===== src/hdl/mfba_pkg.sv =====
`timescale 1ns / 1ps

package mfba_pkg;

    localparam int MAX_NODES = 64;
    localparam int NODE_W    = $clog2(MAX_NODES);
    localparam int NCNT_W    = NODE_W + 1;
    localparam int CAP_WIDTH = 16;
    localparam int RES_W     = CAP_WIDTH + 1;
    localparam int ADDR_W    = 2 * NODE_W;
    localparam int FLOW_W    = 22;
    localparam int CNT_W     = 16;

    localparam logic [RES_W-1:0]  RES_MAX   = {RES_W{1'b1}};
    localparam logic [FLOW_W-1:0] FLOW_MAX  = {FLOW_W{1'b1}};
    localparam logic [CNT_W-1:0]  COUNT_MAX = {CNT_W{1'b1}};
    localparam logic [ADDR_W-1:0] ADDR_LAST = {ADDR_W{1'b1}};

    localparam logic [1:0] OP_CLEAR = 2'd0;
    localparam logic [1:0] OP_EDGE  = 2'd1;
    localparam logic [1:0] OP_SOLVE = 2'd2;

    localparam logic [1:0] CFG_NODE_COUNT  = 2'd0;
    localparam logic [1:0] CFG_SOURCE_NODE = 2'd1;
    localparam logic [1:0] CFG_SINK_NODE   = 2'd2;

    typedef struct packed {
        logic [1:0]  opcode;
        logic [5:0]  from_node;
        logic [5:0]  to_node;
        logic [15:0] capacity;
    } in_req_t;

    typedef struct packed {
        logic [21:0] max_flow;
        logic [15:0] path_count;
    } out_rsp_t;

    // One-hot style command bits from the controller to the datapath.
    typedef struct packed {
        logic clr_start;
        logic clr_step;
        logic edge_wr;
        logic solve_start;
        logic bfs_init;
        logic q_rd;
        logic u_ld;
        logic s_rd;
        logic s_chk;
        logic walk_init;
        logic p_rd;
        logic f_rd;
        logic min_upd;
        logic b_rd;
        logic fwr;
        logic bwr;
        logic acc;
        logic out_load;
    } cmd_t;

    typedef struct packed {
        logic bad_terms;
        logic clr_last;
        logic q_empty;
        logic hit;
        logic v_last;
        logic u_is_src;
        logic out_free;
    } status_t;

endpackage


===== src/hdl/mfba_ctrl.sv =====
`timescale 1ns / 1ps

module mfba_ctrl (
    input  logic             clk,
    input  logic             rst_n,
    input  logic             in_valid,
    input  logic [1:0]       in_opcode,
    output logic             in_stall,
    input  mfba_pkg::status_t sts,
    output mfba_pkg::cmd_t    cmd
);

    import mfba_pkg::*;

    typedef enum logic [4:0] {
        ST_CLR, ST_IDLE, ST_BFS_INIT, ST_Q_CHK, ST_Q_RD, ST_U_LD, ST_S_RD, ST_S_CHK,
        ST_W1_INIT, ST_P1_RD, ST_F1_RD, ST_MIN, ST_W2_INIT, ST_P2_RD, ST_F2_RD,
        ST_B_RD, ST_FWR, ST_BWR, ST_ACC, ST_FINISH
    } state_t;

    state_t state_reg, state_next;
    logic   accept;

    assign in_stall = (state_reg != ST_IDLE);
    assign accept   = in_valid && (state_reg == ST_IDLE);

    always_comb
    begin
        state_next = state_reg;
        cmd        = '0;
        case (state_reg)
            ST_CLR:
            begin
                cmd.clr_step = 1'b1;
                if (sts.clr_last)
                begin
                    state_next = ST_IDLE;
                end
            end
            ST_IDLE:
            begin
                if (accept)
                begin
                    case (in_opcode)
                        OP_CLEAR:
                        begin
                            cmd.clr_start = 1'b1;
                            state_next    = ST_CLR;
                        end
                        OP_EDGE:
                        begin
                            cmd.edge_wr = 1'b1;
                        end
                        OP_SOLVE:
                        begin
                            cmd.solve_start = 1'b1;
                            state_next = sts.bad_terms ? ST_FINISH : ST_BFS_INIT;
                        end
                        default:
                        begin
                            state_next = ST_IDLE;
                        end
                    endcase
                end
            end
            ST_BFS_INIT:
            begin
                cmd.bfs_init = 1'b1;
                state_next   = ST_Q_RD;
            end
            ST_Q_CHK:
            begin
                state_next = sts.q_empty ? ST_FINISH : ST_Q_RD;
            end
            ST_Q_RD:
            begin
                cmd.q_rd   = 1'b1;
                state_next = ST_U_LD;
            end
            ST_U_LD:
            begin
                cmd.u_ld   = 1'b1;
                state_next = ST_S_RD;
            end
            ST_S_RD:
            begin
                cmd.s_rd   = 1'b1;
                state_next = ST_S_CHK;
            end
            ST_S_CHK:
            begin
                cmd.s_chk = 1'b1;
                if (sts.hit)
                begin
                    state_next = ST_W1_INIT;
                end
                else if (sts.v_last)
                begin
                    state_next = ST_Q_CHK;
                end
                else
                begin
                    state_next = ST_S_RD;
                end
            end
            ST_W1_INIT:
            begin
                cmd.walk_init = 1'b1;
                state_next    = ST_P1_RD;
            end
            ST_P1_RD:
            begin
                cmd.p_rd   = 1'b1;
                state_next = ST_F1_RD;
            end
            ST_F1_RD:
            begin
                cmd.f_rd   = 1'b1;
                state_next = ST_MIN;
            end
            ST_MIN:
            begin
                cmd.min_upd = 1'b1;
                state_next  = sts.u_is_src ? ST_W2_INIT : ST_P1_RD;
            end
            ST_W2_INIT:
            begin
                cmd.walk_init = 1'b1;
                state_next    = ST_P2_RD;
            end
            ST_P2_RD:
            begin
                cmd.p_rd   = 1'b1;
                state_next = ST_F2_RD;
            end
            ST_F2_RD:
            begin
                cmd.f_rd   = 1'b1;
                state_next = ST_B_RD;
            end
            ST_B_RD:
            begin
                cmd.b_rd   = 1'b1;
                state_next = ST_FWR;
            end
            ST_FWR:
            begin
                cmd.fwr    = 1'b1;
                state_next = ST_BWR;
            end
            ST_BWR:
            begin
                cmd.bwr    = 1'b1;
                state_next = sts.u_is_src ? ST_ACC : ST_P2_RD;
            end
            ST_ACC:
            begin
                cmd.acc    = 1'b1;
                state_next = ST_BFS_INIT;
            end
            ST_FINISH:
            begin
                if (sts.out_free)
                begin
                    cmd.out_load = 1'b1;
                    state_next   = ST_IDLE;
                end
            end
            default:
            begin
                state_next = ST_IDLE;
            end
        endcase
    end

    always_ff @(posedge clk or negedge rst_n)
    begin
        if (!rst_n)
        begin
            state_reg <= ST_CLR;
        end
        else
        begin
            state_reg <= state_next;
        end
    end

endmodule


===== config.mk =====
export PLATFORM = sky130hd
export DESIGN_NAME = mfba_ctrl
export DESIGN_NICKNAME = d
export VERILOG_FILES = /design/src/hdl/mfba_pkg.sv /design/src/hdl/mfba_ctrl.sv
export SDC_FILE = /design/constraint.sdc
export NUM_CORES = 1
export LEC_CHECK = 0
export ABC_CLOCK_PERIOD_IN_PS = 4600
export BUFFER_PORTS_ARGS = -buffer_cell sky130_fd_sc_hd__buf_2
export CELL_PAD_IN_SITES_DETAIL_PLACEMENT = 0
export CELL_PAD_IN_SITES_GLOBAL_PLACEMENT = 1
export CORE_MARGIN = 5
export CORE_UTILIZATION = 33
export DETAILED_ROUTE_END_ITERATION = 8
export PLACE_DENSITY = 0.95
export SYNTH_ARGS = -nofsm -noshare
export SYNTH_HDL_FRONTEND = slang
export SYNTH_SLANG_ARGS = --single-unit

===== constraint.sdc =====
create_clock -name clk -period 4.6 [get_ports clk]
set_input_delay 0.46 -clock clk [delete_from_list [all_inputs] [get_ports clk]]
set_output_delay 0.46 -clock clk [all_outputs]
set_load 0.02 [all_outputs]

==> results.md, run 1 <==
* Status: finished clean
* Via density at 5.63
* GPL Wtd Cong at 0.828
* Leak Pwr at 0.374 nW
* Multi-input gate area at 468 um^2
* Fmax at 372 MHz
* Clock sink count at 5
* Initial antenna violation count at 0
* Synth area leader: dfrtp_1
* Startpoint Class: flip-flop
* Vias in the first global route at a little over 700
* GRT Residual Overflow at 0
* Num ports at 31
* Vias at 816
* Clock slew at reported path FFs at 0.05 ns
* M1 GR Usage at between 15 and 20%
* DRC at 0
* Placed cell count at roughly 140
* Finished Layout Cells at roughly 150
* Final WL at 1.97 mm
* Max rail drop VDD at 223 uV
* Wire length of the first global-routing pass at around 3 mm
* Final period utilization at around three fifths
* Worst slack, placed at around 2.2 ns
* Final setup violation count at 0
* WL/cell at 13.6 um
* Post-route clock skew at between 0.0003 and 0.0004 ns
* Slew Limit Fails at 0
* Gate Count Post-Synth at 94
* Inserted Diodes at 0
* PnR worst setup slack at between 1.5 and 2 ns
* Initial DRC count at 14
* Longest Clk Path Bufs at 2
* Sequential-to-total area share from yosys stat at 18.9%
* Post-synthesis cell area at 663 um^2
* Worst rel slew slack at 59.4%
* Tmin final at between 2 and 3 ns
* Die ar. at roughly 3000 um^2
* Met2 Usage GRT at between 20 and 25%
* CTS tree: yes
* Sequential cell area at 125 um^2
* Hold Path Class: in -> async
* CP max FO at 18
* RSZ-0062 raised after global routing: false
* Crit Path Class: reg -> out
* TritonRoute pass-1 iters at 4
* Layout Nets at 131
* Chip width at 54.8 um
* Total Power at 484 uW
* Post-Synth Adder-Cell Area at 0%
* Setup_tns at 0 ns
* Rows at 16
* Initial core utilization at approximately 34%
* Warnings, synthesis at 0
* Worst-skew pair later-pin latency at roughly 0.24 ns
* EDFF count, synth at 0
* Post-synthesis mux area share at 0%
* Slew @ Worst Pin at ~0.61 ns
* Most used DFF post-synth: dfrtp_1
* Root Driver: clkbuf_4
* DP HPWL at around 1.5 mm
* Core box area at ~1900 um^2
* Cts-stage hold buffer count at 0
* Fillcell total at 216
* ANT nets after route at 0
* Cell area after layout at just over 800 um^2
* PwrDens at 589 nW/um^2
* M3 GR Usage at about 2.5%
* Syn nets at 106
* Share of layout cells above drive strength 1 at 31.4%
* TritonCTS Buffers at 3
* Port Buffer Count at 30
* Setup bufs post-CTS at 0
* Ys async rst share at 100%
* Total track usage at 13.9%
* Synth Area in XOR/XNOR at 0%
* Largest family of logic cells by synthesized area: simple AND/OR/NAND/NOR gates
* Post_cts resized at 0
* Die Y at 54.8 um
* Area share of the largest cell type after synthesis at 18.9%
* Placed cell area at 796 um^2
* Max_cap viols at 0
* Synth-to-Final Area Change at 24.0%
* Worst EP arrival at 2.23 ns
* Post-synthesis register bit count at 5
* Synth Area in Compound Gates at 25.8%
* Max reg flops at 5
* Unique masters post-synth at 40
* R2r setup slk at 2.65 ns
* Crit. End Element: primary output
* H-tree levels at 1
* Syn avg cell area at 7.05 um^2
* Largest cells by area after synthesis: dfrtp_1 19%, nor2_1 6.8%, nand2b_1 5.7%
* Synth Area in Simple Gates at around 45%
* Required arrival time at the worst endpoint at ~4.1 ns
* GR peak layer: met2
* Largest net degree at the start of global routing at 22
* Hold Vio Cnt, Final at 0
==> area by class of cell <==
| type | instances | share of cell area, % |
|---|---|---|
| Clock buffer | 4 | 3.20 |
| Inverter | 5 | 2.28 |
| Multi-Input combinational cell | 74 | 56.9 |
| Sequential cell | 5 | 15.2 |
| Tap cell | 27 | 4.11 |
| Timing Repair Buffer | 30 | 18.3 |
==> kinds of logic after synthesis <==
kind of cell / Yosys count
AO/OA/AOI/OAI: 24
flip-flops: 5
buffers and inverters: 15
AND/OR/NAND/NOR: 50
==> path summary, 6_finish.rpt <==
kind / from / to / cells after the start
min: rst_n / state_reg[2] / 1
max in group asynchronous: rst_n / state_reg[4] / 1
min in group clk: sts[5] / state_reg[0] / 3
min reg2reg: state_reg[4] / state_reg[3] / 1
max reg2reg: state_reg[0] / state_reg[0] / 4
max: state_reg[0] / cmd[15] / 4
==> layer usage <==
| metal | vias to the layer above | routed length, um | share of wire, % |
|---|---|---|---|
| met5 | - | 0 | 0 |
| met4 | 0 | 17 | 0.86 |
| met3 | 2 | 142 | 7.2 |
| met2 | 36 | 989 | 50 |
| met1 | 377 | 820 | 42 |
| li1 | 401 | - | - |
==> cells in the final DEF (no fill, tap or decap), drive strengths merged, types with 3 or more instances in the layout <==
master and count:
nor2 12, buf 30, inv 5, dfrtp 5, clkbuf 4, or3 3, nor2b 3, nand2 3
o21ai 5, nor4 3, nand2b 6, nor3 7
==> worst max-delay path: stages (launching register included) <==
cell and delay, ns:
dfrtp_1 0.64, or3b_1 0.48, or3_4 0.38, nor4b_2 0.27, buf_2 0.21
==> power by group <==
part / internal [mW] / switching (mW)
registers: 0.0612 / 0.0745
logic: 0.127 / 0.169
clock network: 0.0329 / 0.0193
total: 0.221 / 0.263
==> cell usage after synthesis (3+ instances only) <==
cell type   n
clkbuf_1    6
dfrtp_1     5
inv_1       5
nand2_1     3
nand2b_1    6
nor2_1     12
nor2b_1     3
nor3_1      7
nor4_1      3
o21ai_0     4
==> per-stage QoR <==
| stage | utilization [%] | hold WS (ns) |
|---|---|---|
| 6_report | 42.3 | 0.0213 |
| 5_1_grt | 42.3 | 0.0115 |
| 4_1_cts | 42.3 | 0.0166 |
| 3_5_place_dp | 41.0 | 0.278 |
| 3_3_place_gp | 41.0 | 0.276 |
| 2_1_floorplan | - | 0.164 |
Note: power is estimated with default switching activity, not from simulation.
==> run 2: changes to the inputs <==
Settings changed: ABC_AREA from default to 1, ABC_CLOCK_PERIOD_IN_PS 4600 to 2200, CORE_UTILIZATION 33 to 27, PLACE_DENSITY 0.95 to 0.85.
Clock period 4.6 ns to 2.2 ns, I/O delays scaled along.
==> results.md, run 2 <==
* Fillcell total at 316 (was 216)
* Crit Path Class: reg -> out (unchanged)
* Port Buffer Count at 30 (unchanged)
* Syn avg cell area at 5.77 um^2 (was 7.05 um^2)
* Synth-to-Final Area Change at 25.7% (was 24.0%)
* Setup_tns at 0 ns (unchanged)
* TritonRoute pass-1 iters at 4 (unchanged)
* Crit path cell chain: nor2_8 -> nand2_1 -> inv_2 -> nand2_2 -> nor4_1 -> buf_2 (was or3b_1 -> or3_4 -> nor4b_2 -> buf_2)
* WL/cell at 12.1 um (was 13.6 um)
* Initial DRC count at 46 (was 14)
* Hold path depth at 3
* Clock slew at reported path FFs at 0.04 ns (was 0.05 ns)
* Placed cell count at 187 (was 141)
* Leak Pwr at 0.575 nW (was 0.374 nW)
* Clock power frac at 8.7% (was 10.8%)
* Via density at 4.89 (was 5.63)
* Rows at 19 (was 16)
* Sw frac at 60.1% (was 54.3%)
* Crit. End Element: primary output (unchanged)
* TritonCTS Buffers at 3 (unchanged)
* Syn nets at 141 (was 106)
* RSZ-0062 raised after global routing: false (unchanged)
* Sequential-to-total area share from yosys stat at 16.8% (was 18.9%)
* Layout Nets at 174 (was 131)
* Die Y at 62.5 um (was 54.8 um)
* Count leader, synth: nand2_1 (was nor2_1)
* Hold Path Class: in -> reg (was in -> async)
* Area share of the largest cell type after synthesis at 16.8% (was 18.9%)
* ANT nets after route at 0 (unchanged)
* CTS tree: yes (unchanged)
* Top cell family by delay on the critical path: simple AND/OR/NAND/NOR gates (unchanged)
* Worst-skew pair later-pin latency at 0.24 ns (about the same)
* EDFF count, synth at 0 (unchanged)
* Root Driver: clkbuf_4 (unchanged)
* Synth area leader: dfrtp_1 (unchanged)
* Post-route clock skew at 0.00153 ns (was 0.000316 ns)
* Critical path depth at 6 (was 4)
* CP bufs+invs at 2 (was 1)
* Startpoint Class: flip-flop (unchanged)
* Share of layout cells above drive strength 1 at 29.8% (was 31.4%)
* Largest net degree at the start of global routing at 13 (was 22)
* Total track usage at 11.9% (was 13.9%)
* Top cells by count, synth: 33 x nand2_1, 26 x nor2_1, 21 x inv_1 (was 12 x nor2_1, 7 x nor3_1, 6 x clkbuf_1, 6 x nand2b_1)
* Required arrival time at the worst endpoint at 1.98 ns (was 4.14 ns)
* Max_cap viols at 0 (unchanged)
* Wire length of the first global-routing pass at 3.91 mm (was 3.09 mm)
* CP max stage cell: dfrtp_1 (unchanged)
* Fmax at 532 MHz
* GRT Residual Overflow at 0 (unchanged)
* Inserted Diodes at 0 (unchanged)
* H-tree levels at 1 (unchanged)
* Max reg flops at 5 (unchanged)
* Vias at 938 (was 816)
* Post-synthesis register bit count at 5 (unchanged)
* Finished Layout Cells at 192 (was 145)
* Most used DFF post-synth: dfrtp_1 (unchanged)
* Clock sink count at 5 (unchanged)
* Longest Clk Path Bufs at 2 (unchanged)
* FF-to-FF path depth at 8 (was 4)
* Slew Limit Fails at 0 (unchanged)
* Status: finished clean (unchanged)
* Worst EP arrival at 1.66 ns (was 2.23 ns)
* Post-synthesis cell area at 744 um^2 (was 663 um^2)
* Max rail drop VDD at 509 uV (was 223 uV)
* Core box area at 2710 um^2 (was 1940 um^2)
* Ys async rst share at 100% (unchanged)
* Chip width at 62.5 um (was 54.8 um)
* Most common cell after layout, fill and taps aside: nand2_1 (was buf_2)
* Most frequent cells in the layout: 33 x nand2_1, 30 x buf_2, 26 x nor2_1 (was 30 x buf_2, 12 x nor2_1, 7 x nor3_1)
* Gate Count Post-Synth at 129 (was 94)
* Warnings, synthesis at 0 (unchanged)
* Worst rel slew slack at 71.7% (was 59.4%)
* Hold Vio Cnt, Final at 0 (unchanged)
* Unique masters post-synth at 24 (was 40)
* Largest stage delay on the critical path at 0.51 ns (was 0.64 ns)
* Largest cells by area after synthesis: dfrtp_1 17%, nand2_1 17%, nor2_1 13% (was dfrtp_1 19%, nor2_1 6.8%, nand2b_1 5.7%)
* Final period utilization at a little under nine tenths
* Slew @ Worst Pin at 0.424 ns (was 0.609 ns)
* Post_cts resized at 0 (unchanged)
* DP HPWL at 2.01 mm (was 1.52 mm)
* Power Internal at 487 uW (was 221 uW)
* P_sw at 733 uW (was 263 uW)
* DRC at 0 (unchanged)
* Initial antenna violation count at 0 (unchanged)
* Combinational fraction of design power at 72.6% (was 61.2%)
* GPL Wtd Cong at 0.990 (was 0.828)
* Initial core utilization at 27.5% (was 34.1%)
* PwrDens at 1300 nW/um^2 (was 589 nW/um^2)
* Die ar. at 3910 um^2 (was 3010 um^2)
* Final setup violation count at 0 (unchanged)
* Vias in the first global route at 904 (was 705)
* Flop pwr share at 18.7% (was 28.0%)
* Num ports at 31 (unchanged)
* Final WL at 2.32 mm (was 1.97 mm)
* CP max FO at 8 (was 18)
* Tmin final at around 1.9 ns
-- run 2: cell type report --
cell class | count | area, um^2 | area share, %
repair buffers | 31 | 160 | 17.1
multi-input cells | 98 | 499 | 53.3
well taps | 31 | 38.8 | 4.14
flip-flops and latches | 5 | 125 | 13.4
inverters | 23 | 86.3 | 9.22
clock buffers | 4 | 26.3 | 2.81
-- run 2: logic make-up (layout without fill, tap and decap cells) --
kind of cell,after synthesis,count (layout),synth area share [%]
compound gates,6,6,5.38
buf+inv,26,58,16.1
flops,5,5,16.8
simple gates,92,92,61.7
-- run 2: worst paths after layout --
kind	startpoint	endpoint	slack, ns
worst max-delay path	state_reg[2]	cmd[14]	0.32
worst min register to register	state_reg[0]	state_reg[0]	0.64
worst min-delay path	sts[3]	state_reg[3]	0.22
max in group asynchronous	rst_n	state_reg[3]	1.73
min in group asynchronous	rst_n	state_reg[1]	0.33
worst max register to register	state_reg[2]	state_reg[1]	0.65
-- run 2: power by group through the flow --
stage	registers (mW)	logic, mW	clock network, mW
5_1_grt	0.233	1.01	0.114
4_1_cts	0.226	0.890	0.107
6_report	0.228	0.886	0.106
3_3_place_gp	0.223	0.873	0
2_1_floorplan	0.177	0.753	0
3_5_place_dp	0.226	0.882	0
-- run 2: metal layers --
| layer | wire [um] | global-route usage [%] | vias up | share of wire [%] |
|---|---|---|---|---|
| met5 | 0 | 0 | - | 0 |
| met4 | 30 | 5.57 | 0 | 1.3 |
| met3 | 169 | 1.26 | 4 | 7.3 |
| met2 | 1080 | 20.6 | 42 | 47 |
| met1 | 1040 | 14.6 | 422 | 45 |
| li1 | - | - | 470 | - |
-- run 2: what timing repair did --
item / 4_1_cts / 5_1_grt
hold buffers: 1 / 0
setup buffers: 0 / 0
hold endpoints to repair: 5 / 0
-- run 2: worst register-to-register path, stage by stage, from the launching register on --
cell and delay (ns):
dfrtp_1 0.51, nor2_8 0.20, nand2_1 0.11, nor2_1 0.20
nand3_1 0.12, nand2_1 0.12, inv_1 0.07, nand2_1 0.06
nand2_1 0.05
-- run 2: stage by stage --
step	worst slack [ns]	util, %	instance area, um^2	total power [mW]	hold slack (ns)
4_1_cts	0.293	34.5	936	1.22	0.217
5_1_grt	0.146	34.5	936	1.35	0.231
6_report	0.321	34.5	936	1.22	0.218
3_3_place_gp	0.618	33.2	900	1.10	0.0398
2_1_floorplan	0.412	-	744	0.930	-0.0756
3_5_place_dp	0.563	33.2	900	1.11	0.0422
